[src/sv/frl_isqrt.sv]
// ---------------------------------------------------------------------------
// frl_isqrt: pipelined integer square root
// Floor square root, one result bit per register stage, sideband in step.
// ---------------------------------------------------------------------------
module frl_isqrt #(
  parameter int RW  = 31,
  parameter int SBW = 1
) (
  input  logic            clk,
  input  logic            rst,
  input  logic            en,
  input  logic            in_vld,
  input  logic [2*RW-1:0] rad,
  input  logic [SBW-1:0]  in_sb,
  output logic            out_vld,
  output logic [RW-1:0]   root,
  output logic [SBW-1:0]  out_sb
);
  localparam int REMW = RW + 2;

  logic [REMW-1:0] rem_q  [RW];
  logic [RW-1:0]   root_q [RW];
  logic [2*RW-1:0] rad_q  [RW];
  logic [SBW-1:0]  sb_q   [RW];
  logic [RW-1:0]   vld_q;

  logic [REMW-1:0] rem_i  [RW];
  logic [RW-1:0]   root_i [RW];
  logic [2*RW-1:0] rad_i  [RW];
  logic [SBW-1:0]  sb_i   [RW];
  logic [RW-1:0]   vld_i;

  logic [REMW+1:0] cur [RW];
  logic [REMW+1:0] dif [RW];
  logic [RW-1:0]   ge;

  always_comb begin
    rem_i[0]  = '0;
    root_i[0] = '0;
    rad_i[0]  = rad;
    sb_i[0]   = in_sb;
    vld_i[0]  = in_vld;
    for (int k = 1; k < RW; k++) begin
      rem_i[k]  = rem_q[k-1];
      root_i[k] = root_q[k-1];
      rad_i[k]  = rad_q[k-1] << 2;
      sb_i[k]   = sb_q[k-1];
      vld_i[k]  = vld_q[k-1];
    end
    for (int k = 0; k < RW; k++) begin
      cur[k] = {rem_i[k], rad_i[k][2*RW-1 -: 2]};
      dif[k] = cur[k] - {2'b00, root_i[k], 2'b01};
      ge[k]  = cur[k] >= {2'b00, root_i[k], 2'b01};
    end
  end

  always_ff @(posedge clk) begin
    if (rst) begin
      vld_q <= '0;
    end else if (en) begin
      vld_q <= vld_i;
    end
  end

  always_ff @(posedge clk) begin
    if (en) begin
      for (int k = 0; k < RW; k++) begin
        rem_q[k]  <= ge[k] ? dif[k][REMW-1:0] : cur[k][REMW-1:0];
        root_q[k] <= {root_i[k][RW-2:0], ge[k]};
        rad_q[k]  <= rad_i[k];
        sb_q[k]   <= sb_i[k];
      end
    end
  end

  assign out_vld = vld_q[RW-1];
  assign root    = root_q[RW-1];
  assign out_sb  = sb_q[RW-1];

endmodule

[config.mk]
export PLATFORM = sky130hd
export DESIGN_NAME = frl_isqrt
export DESIGN_NICKNAME = d
export VERILOG_FILES = /design/src/sv/frl_isqrt.sv
export SDC_FILE = /design/constraint.sdc
export NUM_CORES = 2
export LEC_CHECK = 0
export ABC_CLOCK_PERIOD_IN_PS = 4520
export BUFFER_PORTS_ARGS = -buffer_cell sky130_fd_sc_hd__buf_2
export CAP_MARGIN = 20
export CORE_MARGIN = 4
export CORE_UTILIZATION = 30
export CTS_BUF_LIST = sky130_fd_sc_hd__clkbuf_8
export DETAILED_ROUTE_END_ITERATION = 16
export PLACE_DENSITY_LB_ADDON = 0.1
export SLEW_MARGIN = 20
export SYNTH_ARGS = -nofsm -noshare
export SYNTH_HDL_FRONTEND = slang
export SYNTH_SLANG_ARGS = --single-unit
[constraint.sdc]
create_clock -name clk -period 4.52 [get_ports clk]
set_input_delay 0.904 -clock clk [delete_from_list [all_inputs] [get_ports clk]]
set_output_delay 0.904 -clock clk [all_outputs]
set_load 0.005 [all_outputs]
==> results.yml <==
status:
  status: "finished clean"
routing:
  routed.top_layer: "met4"
  wl_met3_um: 10500
  drtIter0Drc: 4176
  ant_nets: 0
  wl_per_cell_um: 18.1
  wirelength_um: 265000
  drc: 0
  firstDrtPassIters: 6
  vias_per_cell: 4.72
  dr_wl_met2_um: 131000
  vias: 68908
  wl_met1_um: 113000
worst_setup_path:
  end_kind: "flop"
  cp_data_required_time_ns: 5.35
  worstPathArrival_ns: 4.79
  crit_fanout: 7
  worstSetupPathType: "flop to flop"
  worstSetupStartpointType: "flop"
timing:
  setup_viol: 0
  worstMarginPinSlew_ns: 0.887
  setup_tns_ns: 0
  skew_ns: 0.0756
  period_minus_slack_ns: 3.96
  rsz0062_at_grt: "false"
  slew_violations: 0
  finalCritPeriodShare_pct: 87.5
  hold_viol_final: 0
  fmax_ghz: 0.253
  slew_headroom_pct: 40.2
  worst_slack_ns: 0.563
logic_synthesis:
  synthXorXnorAreaFrac_pct: 5.95
  synth.cell_area_um2: 112000
  synth_cell_type_count: 89
  synth_edf_count: 2399
  synth_cells: 8714
  synth_adder_area_share_pct: 5.87
  synth_top_family_by_area: "simple AND/OR/NAND/NOR gates"
  avgSynthCellArea_um2: 12.9
  synth_simple_gate_area_share_pct: 10.1
  synth-seq-cells: 2430
  synth_mux_area_share_pct: 1.04
  synth_flop_cell: "edfxtp_1"
  mappedNetlistNets: 9309
  ys_seq_area_share_pct: 64.6
  synth_compound_area_share_pct: 9.59
  synth-async-reset-ratio_pct: 0
  ys_warn_count: 0
clocking:
  cts_max_level: 5
  post_cts_resized: 0
  clkSinkCount: 2430
  cts.clk_slew.worst_paths_ns: 0.06
  worstSkewPairLatency_ns: 1.09
  tritoncts: "done"
  cts_setup_buffers: 0
  root_buffer: "clkbuf_8"
  cts_buffer_depth: 4
  cts_made_buffers: 438
  ctsHoldBuffers: 65
global_routing:
  grt_pass1_wl_um: 410000
  grt_usage_pct: 13.4
  grt_max_degree: 100
  grt-ovfl-total: 0
  grt_pass1_vias: 70168
  antenna_found_initial: 2
floorplanning:
  die_w_um: 620
  initial_core_util_pct: 30.2
  die_h_um: 620
  die-area_um2: 385000
  core_um2: 373000
  io_pins: 100
  row_count: 224
flow_run:
  maxCapViolations: 0
placement:
  dpl.hpwl_um: 192000
  place_congestion: 0.848
  place_ws_ns: 0.543
  portBuffers: 99
final_layout:
  areaGrowthSynthToFinish_pct: 14.8
  fin_nets: 9879
  drive_gt1_share_pct: 9.79
power_and_ir_drop:
  power_density_nw_per_um2: 483
  vdd_drop_max_mv: 0.229
  p_leak_nw: 48.8
worst_hold_path:
  hp-class: "primary input to flop"
Yosys cell counts, types with 58 or more instances:
cell      count  share of area, %
inv_1       661               2.2
ha_1        528               5.9
nand4_1      81              0.45
nand2_1     634               2.1
nor3_1      234               1.0
o31ai_1      59              0.39
nor2_1      520               1.7
a21oi_1     475               2.1
xor2_1      409               3.2
edfxtp_1   2399                64
or3_1       102              0.57
clkbuf_1    164              0.55
or4_1        73              0.49
xnor2_1     353               2.7
nor2b_1      76              0.42
a31oi_1      58              0.32
nor4_1      117              0.65
o21a_1       94              0.63
nand2b_1    109              0.61
nand3_1     138              0.61
a21o_1      198               1.3
mux2_2       62              0.62
o21ai_0     514               2.3
cell usage in the layout, fill, tap and decap left out, drive strengths merged, types with 117 or more instances in the layout:
cell type	netlist	final
nand2	635	635
buf	18	248
o21ai	518	518
clkbuf	165	448
edfxtp	2399	2399
nor2	520	520
ha	528	528
nor4	117	117
xnor2	354	354
inv	661	812
a21o	198	198
xor2	409	409
nor3	236	236
clkinv	1	166
a21oi	475	475
nand3	138	138
cells by family after synthesis:
group                      Yosys count
adders and majority gates          528
other                                1
DFF                               2430
muxes                              109
and+or+nand+nor                   2296
buffers and inverters              845
xor gates and xnor gates           763
AOI/OAI and AO/OA                 1742
layer usage:
metal / vias up / global-route usage (%)
li1: 33572 / -
met1: 33301 / 16.5
met2: 1474 / 23.7
met3: 561 / 1.96
met4: 0 / 5.24
met5: - / 0
power by group:
part | total (mW) | switching (mW) | internal [mW]
logic | 12.5 | 7.34 | 5.15
registers | 30.3 | 1.94 | 28.3
clock network | 19.6 | 9.46 | 10.2
final timing paths:
kind / startpoint / depth (start not counted) / slack (ns) / to
worst max register to register: rem_q[1][40] / 10 / 0.56 / rem_q[1][97]
worst max-delay path: rem_q[1][40] / 10 / 0.56 / rem_q[1][97]
worst min-delay path: rst / 2 / 0.31 / vld_q[30]
worst min register to register: rad_q[1][231] / 0 / 0.38 / rad_q[1][295]
critical path: stages, from the launching register on:
cell and delay [ns]:
edfxtp_1 0.42, ha_1 0.43, nand4_1 0.13, nor3_1 0.64, o21ai_0 0.34, nand3_1 0.31
a31oi_2 0.13, inv_1 0.35, o2111ai_1 0.34, or4_1 0.49, xnor2_1 0.14
through the flow:
stage	utilization, %	instance area [um^2]	total power, mW	hold slack [ns]	std cells
global placement	32.2	120000	43.2	0.400	13751
finish	34.6	129000	62.4	0.305	14604
global route	34.6	129000	66.4	0.189	14603
floorplan	-	112000	38.6	0.400	8714
detailed placement	32.2	120000	43.3	0.405	13751
CTS	34.6	129000	63.7	0.105	14601
registers in the layout (all words and copies together) (netlist names):
| signal | cells |
|---|---|
| vld_q | 31 |
| sb_q | 31 |
| rad_q | 930 |
| rem_q | 942 |
| root_q | 496 |
final cells by class:
class,instances,area (um^2)
antenna,3,7.51
tap,4972,6220
clock buffer,448,6170
timing repair buffer,313,2760
clock inverter,337,2080
fill,36642,244000
sequential,2430,72700
multi-input combinational,5439,36700
inverter,662,2480
No activity file was read; power rests on OpenSTA's default activity.
