File: src/sv/frl_div.sv
// ---------------------------------------------------------------------------
// frl_div: pipelined restoring divider
// Starts from a partial remainder below twice the divisor, then shifts in
// SW more dividend bits; one quotient bit per register stage.
// ---------------------------------------------------------------------------
module frl_div #(
  parameter int DW  = 14,
  parameter int SW  = 31,
  parameter int SBW = 1
) (
  input  logic           clk,
  input  logic           rst,
  input  logic           en,
  input  logic           in_vld,
  input  logic [DW-1:0]  den,
  input  logic [DW:0]    rem0,
  input  logic [SW-1:0]  low,
  input  logic [SBW-1:0] in_sb,
  output logic           out_vld,
  output logic [SW:0]    quo,
  output logic [SBW-1:0] out_sb
);
  localparam int NS = SW + 1;

  logic [DW-1:0]  rem_q [NS];
  logic [DW-1:0]  den_q [NS];
  logic [SW-1:0]  low_q [NS];
  logic [SW:0]    quo_q [NS];
  logic [SBW-1:0] sb_q  [NS];
  logic [NS-1:0]  vld_q;

  logic [DW:0]    cur_i [NS];
  logic [DW-1:0]  den_i [NS];
  logic [SW-1:0]  low_i [NS];
  logic [SW:0]    quo_i [NS];
  logic [SBW-1:0] sb_i  [NS];
  logic [NS-1:0]  vld_i;
  logic [DW:0]    dif   [NS];
  logic [NS-1:0]  ge;

  always_comb begin
    cur_i[0] = rem0;
    den_i[0] = den;
    low_i[0] = low;
    quo_i[0] = '0;
    sb_i[0]  = in_sb;
    vld_i[0] = in_vld;
    for (int k = 1; k < NS; k++) begin
      cur_i[k] = {rem_q[k-1], low_q[k-1][SW-1]};
      den_i[k] = den_q[k-1];
      low_i[k] = low_q[k-1] << 1;
      quo_i[k] = quo_q[k-1];
      sb_i[k]  = sb_q[k-1];
      vld_i[k] = vld_q[k-1];
    end
    for (int k = 0; k < NS; k++) begin
      dif[k] = cur_i[k] - {1'b0, den_i[k]};
      ge[k]  = cur_i[k] >= {1'b0, den_i[k]};
    end
  end

  always_ff @(posedge clk) begin
    if (rst) begin
      vld_q <= '0;
    end else if (en) begin
      vld_q <= vld_i;
    end
  end

  always_ff @(posedge clk) begin
    if (en) begin
      for (int k = 0; k < NS; k++) begin
        rem_q[k] <= ge[k] ? dif[k][DW-1:0] : cur_i[k][DW-1:0];
        den_q[k] <= den_i[k];
        low_q[k] <= low_i[k];
        quo_q[k] <= {quo_i[k][SW-1:0], ge[k]};
        sb_q[k]  <= sb_i[k];
      end
    end
  end

  assign out_vld = vld_q[NS-1];
  assign quo     = quo_q[NS-1];
  assign out_sb  = sb_q[NS-1];

endmodule

File: config.mk
export PLATFORM = sky130hd
export DESIGN_NAME = frl_div
export DESIGN_NICKNAME = d
export VERILOG_FILES = /design/src/sv/frl_div.sv
export SDC_FILE = /design/constraint.sdc
export NUM_CORES = 2
export LEC_CHECK = 0
export BUFFER_PORTS_ARGS = -buffer_cell sky130_fd_sc_hd__buf_4
export CORE_ASPECT_RATIO = 1.2
export CORE_MARGIN = 2
export CORE_UTILIZATION = 50
export CTS_BUF_LIST = sky130_fd_sc_hd__clkbuf_4
export CTS_CLUSTER_DIAMETER = 150
export DETAILED_ROUTE_END_ITERATION = 16
export PLACE_DENSITY = 0.7
export SLEW_MARGIN = 10
export SYNTH_ARGS = -nofsm -noshare
export SYNTH_HDL_FRONTEND = slang
export SYNTH_SLANG_ARGS = --single-unit
File: constraint.sdc
create_clock -name clk -period 2.7 [get_ports clk]
set_input_delay 0.54 -clock clk [delete_from_list [all_inputs] [get_ports clk]]
set_output_delay 0.54 -clock clk [all_outputs]
set_load 0.02 [all_outputs]
==> results by group <==
Status
  • Status: finished with violations
  • Failing checks: setup timing

Min path
  • Min-Delay Startpoint: en
  • Worst min-delay path category: input pin to flop
  • Hold Path Depth: 2
  • Hold worst-path end: low_q[0][100]$_DFFE_PP_

Final layout
  • Area Overhead vs Synth: 21.8%
  • Nets: approximately 7,700
  • Multi-input gate area in the final layout: around 27,000 um^2
  • Layout cells sized above 1: 0.291
  • Most frequent cells in the layout: edfxtp_1 (1,924), clkbuf_4 (708), buf_4 (671)
  • Final-layout fill cell count: 13,000
  • Commonest non-fill, non-tap cell in the layout: edfxtp_1
  • Storage cell area: 58,400 um^2

Power and ir drop
  • Pleak: 41.7 nW
  • Sw Share: 0.315
  • Maximum resistive drop on vdd: 0.692 mV
  • Comb power frac: 0.389
  • Sequential share of power: 0.396
  • Clock group share of total power: 0.215
  • P_int: between 70 and 80 mW
  • Psw: between 30 and 40 mW
  • PD cells: 1050 nW/um^2

Global route
  • Vias in the first global route: around 53,000
  • First-pass GRT wire length: 260,000 um
  • GR Overflow Total: 0
  • Largest net degree at the start of global routing: 111
  • Initial antenna violation count: 2
  • GRT Total Usage: 0.182

Route
  • Antenna viol nets, final: 0
  • DRT Wirelength: 163,000 um
  • Via Count: 51,200
  • DR iter-0 viols: 2,649
  • Drt drc: 0
  • Routed len/inst: 16.6 um
  • Vias per cell: 5.21
  • Detailed Routing Iterations Pass 1: 5

Setup path
  • Worst path required time: 3.81 ns
  • Critical path type: flop to flop
  • Crit end category: flop
  • Reg2Reg Depth: 9
  • Flop-to-flop setup slack: -0.13 ns
  • Data arrival time of the worst path: 3.94 ns
  • FF-to-FF End: rem_q[0][96]$_DFFE_PP_
  • Crit-path max FO: 3
  • Critical path launch point: rem_q[0][70]$_DFFE_PP_
  • Reg2Reg Launch Point: rem_q[0][70]$_DFFE_PP_
  • Startpoint types: flop

Clocking
  • Clock latency on the worst-skew pair: 1.36 ns
  • Sink Count: 1,956
  • CTS tree: yes
  • CTS buffer count: slightly below 500
  • Clk buf depth: 4
  • Clk pin slew, worst setup/hold paths: 0.07 ns
  • Clk root buf: clkbuf_4
  • CTS H-tree lvls: 5

Yosys
  • Main synth FF type: edfxtp_1
  • Mapped Cells: just under 6,000
  • Netlist cell types: 92
  • Warnings from Yosys: 0
  • EDFF count, synth: 1,924
  • FFs w/ async S/R, synth: 0
  • Post-Syn Nets: about 6,400
  • Synth Cell Area: roughly 86,000 um^2
  • Post-synthesis sequential area ratio: 0.678
  • Seq cells post-synth: ~2,000
  • Syn avg cell area: 14.8 um^2

STA
  • WHS: 0.283 ns
  • Final period util: 1.05
  • Measured slew at the worst slew-check pin: 1.10 ns
  • Setup WS post-layout: -0.130 ns
  • FMAX: 353 MHz
  • Slew Limit Fails: 0
  • Clock Skews: roughly 0.11 ns
  • Setup violators final: 64
  • Crit path time final: 2.83 ns
  • RSZ-0062 raised after global routing: true
  • Slew margin rel.: 0.261
  • Final hold violation count: 0

Place
  • Global placement routability congestion: around 0.88
  • Port Buffers: 98
  • Place WS: -0.263 ns
  • Hpwl dp: 107,000 um

Floorplanning
  • CORE AREA: between 150,000 and 200,000 um^2
  • Rows: ~170
  • Die area: around 180,000 um^2
  • Initial Util: 0.504
  • I/O pin count: just under 100
  • Die height: 459 um
  • Die width: 383 um

Flow run
  • Max Cap Viol: 0
[layout make-up]
class / instances / share of cell area
sequential: 1956 / 0.556
tap: 2268 / 0.0270
multi-input combinational: 3227 / 0.261
clock buffer: 708 / 0.0506
antenna: 6 / 0.000143
clock inverter: 151 / 0.00673
inverter: 591 / 0.0211
timing repair buffer: 905 / 0.0770
[logic make-up after synthesis]
family	after synthesis	synth area share
compound gates	1118	0.0862
xor+xnor	263	0.0267
fa+ha+maj	510	0.0768
buf+inv	652	0.0294
flops	1956	0.678
mux	374	0.0483
simple gates	960	0.0548
[power groups by stage]
| stage | logic, mW | registers, mW | clock network, mW |
|---|---|---|---|
| floorplan | 26.6 | 42.8 | 0 |
| global placement | 36.2 | 44.0 | 0 |
| detailed placement | 37.2 | 44.1 | 0 |
| CTS | 39.6 | 43.5 | 24.8 |
| global route | 46.9 | 44.0 | 26.4 |
| finish | 42.8 | 43.5 | 23.7 |
[worst max path at each step]
stage,to,cells past startpoint
4_1_cts,rem_q[1][11]$_DFFE_PP_,10
2_1_floorplan,rem_q[1][10]$_DFFE_PP_,9
3_5_place_dp,rem_q[1][3]$_DFFE_PP_,9
5_1_grt,rem_q[0][96]$_DFFE_PP_,11
3_3_place_gp,rem_q[0][110]$_DFFE_PP_,10
6_report,rem_q[0][96]$_DFFE_PP_,9
[flip-flops by register name (all words and copies together) (netlist names)]
register	count
low_q	496
quo_q	528
sb_q	32
rem_q	434
vld_q	32
den_q	434
[synthesized netlist by cell type (all sizes together) (13+ instances only)]
cell	number	area share
a2111oi	15	0.0017
a211oi	74	0.0066
a21boi	15	0.0014
a21o	139	0.012
a21oi	274	0.016
a221oi	13	0.0015
a31o	16	0.0016
a31oi	44	0.0032
and2	13	0.00094
and3	23	0.0017
buf	39	0.0027
clkbuf	22	0.00096
dfxtp	32	0.0074
edfxtp	1924	0.67
fa	31	0.0072
ha	479	0.070
inv	591	0.026
mux2	307	0.040
mux2i	67	0.0078
nand2	150	0.0065
nand2b	43	0.0031
nand3	59	0.0034
nand3b	21	0.0018
nand4	47	0.0034
nor2	381	0.017
nor2b	65	0.0048
nor3	58	0.0034
nor3b	17	0.0015
o211ai	24	0.0021
o21a	80	0.0070
o21ai	223	0.013
o21bai	23	0.0020
o22ai	15	0.0011
o31a	27	0.0027
o31ai	38	0.0034
or2	18	0.0013
or3	26	0.0019
xnor2	151	0.015
xor2	112	0.011
[routing by layer]
metal | vias up | track usage | part of all wire
li1 | 25000 | - | -
met1 | 24600 | 0.210 | 0.40
met2 | 1131 | 0.321 | 0.52
met3 | 400 | 0.0373 | 0.040
met4 | 0 | 0.0916 | 0.037
met5 | - | 0 | 0
[worst max-delay path: stages (launching register included)]
cell and delay [ns]:
edfxtp_1 0.42, buf_4 0.17, fa_2 0.37, a211oi_2 0.25, nor2_2 0.07, o31a_1 0.33
or3_1 0.39, a31oi_1 0.22, xnor2_1 0.09, mux2_4 0.26
[timing repair]
item | CTS | global route
hold buffers | 142 | 1
endpoints found under the setup margin | 221 | 369
gates cloned | 4 | 9
resized for setup | 189 | 348
pin swaps | 67 | 167
setup buffers | 62 | 95
endpoints found under the hold margin | 1997 | 1
[per-stage QoR]
stage	instances	setup TNS (ns)	util	area (um^2)	power [mW]
after floorplan	5833	-1.76	-	86200	69.3
after global placement	8652	-8.60	0.550	94000	80.2
after detailed placement	8652	-13.71	0.550	94000	81.3
after CTS	9717	-4.58	0.601	103000	108
after global routing	9810	-14.71	0.614	105000	117
final	9812	-3.14	0.614	105000	110
No activity file was read; power rests on OpenSTA's default activity.
