--- src/sv/frl_pkg.sv ---
// ---------------------------------------------------------------------------
// frl_pkg: shared types and constants for the Fresnel reflectance pipeline
// Word layouts of both channels, fixed-point widths and unit constants.
// ---------------------------------------------------------------------------
package frl_pkg;

  localparam int CFRAC = 30;               // fraction bits of sines and cosines
  localparam int CW    = 31;               // Q.30 cosine, up to and including 1.0
  localparam int EW    = 14;               // refractive index width, Q2.12
  localparam int EFRAC = 12;

  localparam logic [EW-1:0] ONE_IDX = 14'd4096;
  localparam logic [CW-1:0] ONE_Q30 = {1'b1, {CFRAC{1'b0}}};
  localparam logic [61:0]   ONE_Q60 = 62'd1 << 60;

  typedef struct packed {
    logic signed [15:0] dir_x;
    logic signed [15:0] dir_y;
    logic signed [15:0] dir_z;
    logic signed [15:0] norm_x;
    logic signed [15:0] norm_y;
    logic signed [15:0] norm_z;
    logic [13:0]        refr_index;
  } in_word_t;

  typedef struct packed {
    logic [15:0] reflectance;
    logic        total_internal;
  } out_word_t;

  // cosine of incidence and the two indices, carried beside the long units
  typedef struct packed {
    logic [CW-1:0] ci;
    logic [EW-1:0] etai;
    logic [EW-1:0] etat;
  } eta_t;

endpackage

--- src/sv/frl_skid.sv ---
// ---------------------------------------------------------------------------
// frl_skid: output register with skid entry
// Keeps ready registered; the pipeline freezes only while the skid is full.
// ---------------------------------------------------------------------------
module frl_skid (
  input  logic               clk,
  input  logic               rst,
  input  logic               in_vld,
  input  frl_pkg::out_word_t in_word,
  output logic               ready,
  output logic               out_valid,
  input  logic               out_ready,
  output frl_pkg::out_word_t out_word
);
  import frl_pkg::*;

  out_word_t hold;
  logic      hold_vld;

  assign ready = ~hold_vld;

  always_ff @(posedge clk) begin
    if (rst) begin
      out_valid <= 1'b0;
      hold_vld  <= 1'b0;
    end else if (hold_vld) begin
      if (out_ready) begin
        hold_vld <= 1'b0;
      end
    end else if (in_vld) begin
      if (out_valid && !out_ready) begin
        hold_vld <= 1'b1;
      end else begin
        out_valid <= 1'b1;
      end
    end else if (out_ready) begin
      out_valid <= 1'b0;
    end
  end

  always_ff @(posedge clk) begin
    if (hold_vld) begin
      if (out_ready) begin
        out_word <= hold;
      end
    end else if (in_vld) begin
      if (out_valid && !out_ready) begin
        hold <= in_word;
      end else begin
        out_word <= in_word;
      end
    end
  end

endmodule

--- config.mk ---
export PLATFORM = sky130hd
export DESIGN_NAME = frl_skid
export DESIGN_NICKNAME = d
export VERILOG_FILES = /design/src/sv/frl_pkg.sv /design/src/sv/frl_skid.sv
export SDC_FILE = /design/constraint.sdc
export NUM_CORES = 1
export LEC_CHECK = 0
export CAP_MARGIN = 20
export CORE_MARGIN = 1.5
export CORE_UTILIZATION = 55
export DETAILED_ROUTE_END_ITERATION = 6
export DONT_BUFFER_PORTS = 1
export GPL_ROUTABILITY_DRIVEN = 0
export PLACE_DENSITY = 0.7
export RECOVER_POWER = 100
export SYNTH_ARGS = -nofsm -noshare
export SYNTH_HDL_FRONTEND = slang
export SYNTH_SLANG_ARGS = --single-unit
--- constraint.sdc ---
create_clock -name clk -period 3.08 [get_ports clk]
set_input_delay 0.154 -clock clk [delete_from_list [all_inputs] [get_ports clk]]
set_output_delay 0.154 -clock clk [all_outputs]
set_load 0.02 [all_outputs]
==> results of run 1 <==
[worst max-delay path, delay by kind of cell, from the launching register on]
family / cells / cell delay [ns]
buffers and inverters: 1 / 0.60
flip-flops: 1 / 0.61
AND/OR/NAND/NOR: 1 / 0.80
[layout by cell type, fill, tap and decap left out, types with 2 or more instances in the layout]
cell                             n
sky130_fd_sc_hd__dfxtp_1         2
sky130_fd_sc_hd__edfxtp_1       34
sky130_fd_sc_hd__mux2_2         17
sky130_fd_sc_hd__inv_1           2
sky130_fd_sc_hd__clkbuf_4        5
sky130_fd_sc_hd__dlygate4sd3_1  21
[flip-flops by register name (all words and copies together) (netlist names)]
name       cells
hold          17
out_word      17
hold_vld       1
out_valid      1
[kinds of logic (layout without fill, tap and decap cells)]
logic type	Yosys count	count (layout)
flip-flops	36	36
multiplexers	17	17
buffers and inverters	4	32
AND/OR/NAND/NOR	5	5
AO/OA/AOI/OAI	3	3
[routing by layer]
layer	global-route usage	vias up	routed length [µm]
met1	0.222	325	927
met3	0.0829	7	185
li1	-	308	-
met4	0.141	0	53
met5	0	-	0
met2	0.304	37	1190
[per-stage QoR]
stage / utilization / instances
floorplan: - / 65
global placement: 0.605 / 92
detailed placement: 0.605 / 92
CTS: 0.734 / 121
global route: 0.728 / 121
finish: 0.728 / 121
[layout make-up]
type | instances | area share
Sequential cell | 36 | 0.646
Multi-Input combinational cell | 25 | 0.149
Timing Repair Buffer | 22 | 0.130
Clock inverter | 3 | 0.0259
Clock buffer | 5 | 0.0229
Tap cell | 28 | 0.0213
Inverter | 2 | 0.00457
[how the worst min path moves through the flow]
stage | end | slack, ns | cells after the start | from
after floorplan | hold_vld | 0.22 | 1 | out_ready
after global placement | hold_vld | 0.22 | 1 | out_ready
after detailed placement | hold_vld | 0.22 | 1 | out_ready
after CTS | out_word[10] | 0.005 | 1 | in_word[10]
after global routing | out_word[9] | 0.0002 | 1 | in_word[9]
final | out_word[10] | 0.02 | 1 | in_word[10]
[power by group]
part	internal [mW]	total, mW	leakage (nW)	switching [mW]
Combinational	0.0337	0.0552	0.174	0.0215
Sequential	0.567	0.601	0.336	0.0347
Clock	0.169	0.329	0.0412	0.160
[what timing repair did]
action | in CTS | in global routing
hold buffers | 21 | 0
gates resized for setup | 0 | 0
endpoints found under the hold margin | 19 | 0
==> results.toml, run 1 <==
[timing]
time_the_worst_path_needs_with_i_o_delays_and_setup_ns = 2.38
clock-skew-final_ns = 0.0118
period_share = 0.774
slew_at_the_pin_with_the_worst_max_slew_slack_ns = 0.896
setup_total_negative_slack_ns = 0
setup_viol = 0
timing_hold_violations_final = 0
drv_slew = 0
slew_headroom = 0.402
grt_setup_unrepaired = "no"
finalWorstSetupSlack_ns = 0.697
max_freq_ghz = 0.420
worst_hold_slack_ns = 0.0153

[critical_path]
timing.setup.critical_path_class = "flip-flop to flip-flop"
cp_data_arrival_time_ns = 2.37
regToRegEndpoint = "hold[1]"
worst_r2r_path_depth = 2
timing.critical_path.slowest_cell_delay_ns = 0.80
r2r_start = "hold_vld"
crit_path_top_delay_cell = "sky130_fd_sc_hd__nor3_1"
timing.critical_path.fanout_max = 23
worst_ep_required_ns = 3.06
cp_endpoint = "hold[1]"
crit_chain = "nor3_1 -> clkbuf_1"
critical_path.startpoint_type = "flip-flop"
timing.critical_path.to_type = "flip-flop"
worst_setup_slack_for_register_to_register_paths_ns = 0.70
worstSetupStartpoint = "hold_vld"

[floorplan]
fp-row-count = 17
floorplan.core_area_mm2 = 0.00225
floorplan.die.height_um = 52.4
pin_count = 40
die-width_um = 52.4
die_area_mm2 = 0.00274
initial_utilization = 0.594

[min_path]
worst_hold_check_path_type = "input pin to flip-flop"

[logic_synthesis]
netlist.top_cell.by_area = "sky130_fd_sc_hd__edfxtp_1"
yosys.area_share.xor_xnor = 0
synth.top_cells.by_area = "sky130_fd_sc_hd__edfxtp_1, sky130_fd_sc_hd__mux2_2, sky130_fd_sc_hd__dfxtp_1"
yosys_register_bits = 36
ys_seq_area_frac = 0.792
synth_area_mm2 = 0.00134
count_of_synthesis_stage_warnings_from_yosys = 0
yosys_most_used_dff = "sky130_fd_sc_hd__edfxtp_1"
synth_fa_ha_area_frac = 0
synth_nets = 86
synth.most_common_cell = "sky130_fd_sc_hd__edfxtp_1"
synth.avg_cell_area_um2 = 20.6
synth_common_cells = "sky130_fd_sc_hd__edfxtp_1, sky130_fd_sc_hd__mux2_2, sky130_fd_sc_hd__buf_6, sky130_fd_sc_hd__dfxtp_1"
synthMuxAreaShare = 0.143
synthDistinctLibCells = 14
synth.top_cell.area_share = 0.762
synth_enable_flop_cells = 34
synthSimpleGateAreaFrac = 0.0205
post_synth_inst_count = 65
synth_top_family_by_area = "multiplexers"
synth_async_sr_flop_share = 0
synth-compound-area-share = 0.0224

[route]
detail_route.iter0.violations = 12
avgViaCountPerCell = 5.60
route.vias.total = 677
route.antenna.remaining_nets = 0
drt_first_pass_iters = 3
post_drt_wl_per_cell_um = 19.4
postRouteWirelength_um = 2350
drc_errors = 0

[layout]
final_net_count = 113
regArea_mm2 = 0.00106
multiInputGateArea_um2 = 244
area_delta_synth_final_pct = 22.5
final.fill_count = 155
postLayoutCellArea_mm2 = 0.00164
number_of_antenna_diodes = 0
post_route_cells_drive_above_1_share = 0.280

[cts]
cts_setup_buffers = 0
clock_insertion_delay_worst_skew_ns = 0.35
clkSlewWorstSetupHoldPaths_ns = 0.12
cts.htree.levels = 2
tritoncts = "done"
cts_max_path_buffers = 2
cts-buffers-inserted = 5
ctsRootBufferMaster = "sky130_fd_sc_hd__clkbuf_4"
cts_sinks = 36

[power]
cellLeakagePower_nw = 0.551
power.ir.vdd_worst_v = 0.000492
power_density_mw_per_mm2 = 601
totalPowerFinal_mw = 0.986

[place]
post_dp_cell_area_mm2 = 0.00137
dp.final_hpwl_um = 1370
portBuffers = 0
pre_cts_slack_ns = 1.02

[global_routing]
grt_start_max_net_pins = 24
first_global_vias = 699
global_route.usage.total = 0.199
globalRoute.totalOverflow = 0
initial_antenna_violation_count = 0
first_pass_grt_wire_length_um = 3460

[run]
drv_cap = 0

[run_status]
run_status = "complete, no violations"
Note: power is estimated with default switching activity, not from simulation.
==> run 2: changes to the inputs <==
==> constraint.sdc (replaced) <==
create_clock -name clk -period 2.4 [get_ports clk]
set_input_delay 0.12 -clock clk [delete_from_list [all_inputs] [get_ports clk]]
set_output_delay 0.12 -clock clk [all_outputs]
set_load 0.02 [all_outputs]
==> run 2 against run 1 <==
Net effect: fmax is 27% higher; routed wire length rose by 2.1%; count of clock-buffer cells in the layout up 1; critical endpoint is now out_word[6]; largest cell class unchanged.
==> results.toml, run 2 (synthesis gave the netlist of run 1 again) <==
[min_path]
worst_hold_check_path_type = "input pin to flip-flop"

[layout]
layout.cells.most_common = "sky130_fd_sc_hd__edfxtp_1"
area_delta_synth_final_pct = 20.9
final_net_count = 114
post_route_cells_drive_above_1_share = 0.269
most_used_cells_in_the_layout_excluding_fill_and_tap_cells = "sky130_fd_sc_hd__edfxtp_1, sky130_fd_sc_hd__dlygate4sd3_1, sky130_fd_sc_hd__mux2_2, sky130_fd_sc_hd__clkbuf_4"
number_of_antenna_diodes = 0
top_regs = "hold: 17 flops, out_word: 17 flops"
postLayoutCellArea_mm2 = 0.00162
final.fill_count = 159

[power]
power_switching_mw = 0.260
cellLeakagePower_nw = 0.546
power_density_mw_per_mm2 = 703
seq_power_share = 0.675
clkPwrFrac = 0.257
swShare = 0.229
power_report.internal_total_mw = 0.879
power.ir.vdd_worst_v = 0.000600
comb_power_share = 0.069

[timing]
clock-skew-final_ns = 0.0101
grt_setup_unrepaired = "no"
drv_slew = 0
setup_viol = 0
slew_headroom = 0.378
timing_hold_violations_final = 0
slew_at_the_pin_with_the_worst_max_slew_slack_ns = 0.933
time_the_worst_path_needs_with_i_o_delays_and_setup_ns = 1.88
setup_total_negative_slack_ns = 0
period_share = 0.784
worst_hold_slack_ns = 0.00195
max_freq_ghz = 0.532

[cts]
tritoncts = "done"
cts_sinks = 36
cts.htree.levels = 2
cts_max_path_buffers = 2
cts-buffers-inserted = 5
clkSlewWorstSetupHoldPaths_ns = 0.11
cts_setup_buffers = 0
ctsRootBufferMaster = "sky130_fd_sc_hd__clkbuf_4"
clock_insertion_delay_worst_skew_ns = 0.34
cts-resized-gates = 0

[place]
post_dp_cell_area_mm2 = 0.00137
portBuffers = 0
dp.final_hpwl_um = 1290

[floorplan]
initial_utilization = 0.594
floorplan.core_area_mm2 = 0.00225
fp-row-count = 17
die-width_um = 52.4
floorplan.die.height_um = 52.4
pin_count = 40
die_area_mm2 = 0.00274

[critical_path]
critical_path.startpoint_type = "flip-flop"
timing.setup.critical_path_class = "flip-flop to flip-flop"
timing.critical_path.fanout_max = 17
cp_data_arrival_time_ns = 1.97
worst_ep_required_ns = 2.48
crit_chain = "clkbuf_1 -> mux2_2"
timing.critical_path.to_type = "flip-flop"
critPathTopFamily = "buffers and inverters"
crit_path_top_delay_cell = "sky130_fd_sc_hd__clkbuf_1"
cp.buffers_inverters = 1
worst_setup_slack_for_register_to_register_paths_ns = 0.52
timing.critical_path.slowest_cell_delay_ns = 0.74

[global_routing]
grt_use_met3 = 0.103
initial_antenna_violation_count = 0
globalRoute.totalOverflow = 0
busiest_layer = "met2"
global_route.usage.total = 0.196
first_pass_grt_wire_length_um = 3460
grt_start_max_net_pins = 18
first_global_vias = 711
global_route.usage.met1 = 0.211
use_met2 = 0.319

[run]
drv_cap = 0

[route]
avgViaCountPerCell = 5.60
detail_route.iter0.violations = 1
route.antenna.remaining_nets = 0
postRouteWirelength_um = 2400
drc_errors = 0
route.vias.total = 677
post_drt_wl_per_cell_um = 19.8
drt_first_pass_iters = 4

[run_status]
run_status = "complete, no violations"
run 2: per-layer routing:
metal | up-vias | part of all wire
li1 | 306 | -
met1 | 325 | 0.36
met2 | 38 | 0.53
met3 | 8 | 0.088
met4 | 0 | 0.021
met5 | - | 0
run 2: stage by stage:
stage,utilization,setup WS (ns),instances,total power [mW]
floorplan,-,0.199,65,0.818
global placement,0.609,0.835,93,0.827
detailed placement,0.609,0.789,93,0.830
CTS,0.723,0.767,121,1.15
global route,0.719,0.395,121,1.17
finish,0.719,0.519,121,1.14
run 2: cell type report:
type                       count  area, µm²  share of cell area
sequential                    36       1060               0.655
multi-input combinational     25        249               0.154
timing repair buffer          23        221               0.137
clock buffer                   6       41.3              0.0255
tap                           28       35.0              0.0216
inverter                       2       7.51             0.00463
clock inverter                 1       5.00             0.00309
run 2: final timing paths:
| kind | start | endpoint | cells past startpoint |
|---|---|---|---|
| worst min register to register | hold[13] | out_word[13] | 1 |
| worst min-delay path | in_word[9] | out_word[9] | 1 |
| worst max-delay path | hold_vld | out_word[6] | 2 |
| worst max register to register | hold_vld | out_word[6] | 2 |
run 2: repair_timing:
action / in CTS / in global routing
setup endpoints to repair: 0 / 0
hold buffers: 21 / 0
endpoints found under the hold margin: 30 / 0
run 2: power groups by stage:
stage | clock [mW] | sequential (mW) | combinational, mW
finish | 0.293 | 0.768 | 0.0782
global route | 0.317 | 0.772 | 0.0841
floorplan | 0 | 0.779 | 0.0391
global placement | 0 | 0.782 | 0.0452
CTS | 0.300 | 0.769 | 0.0780
detailed placement | 0 | 0.783 | 0.0471
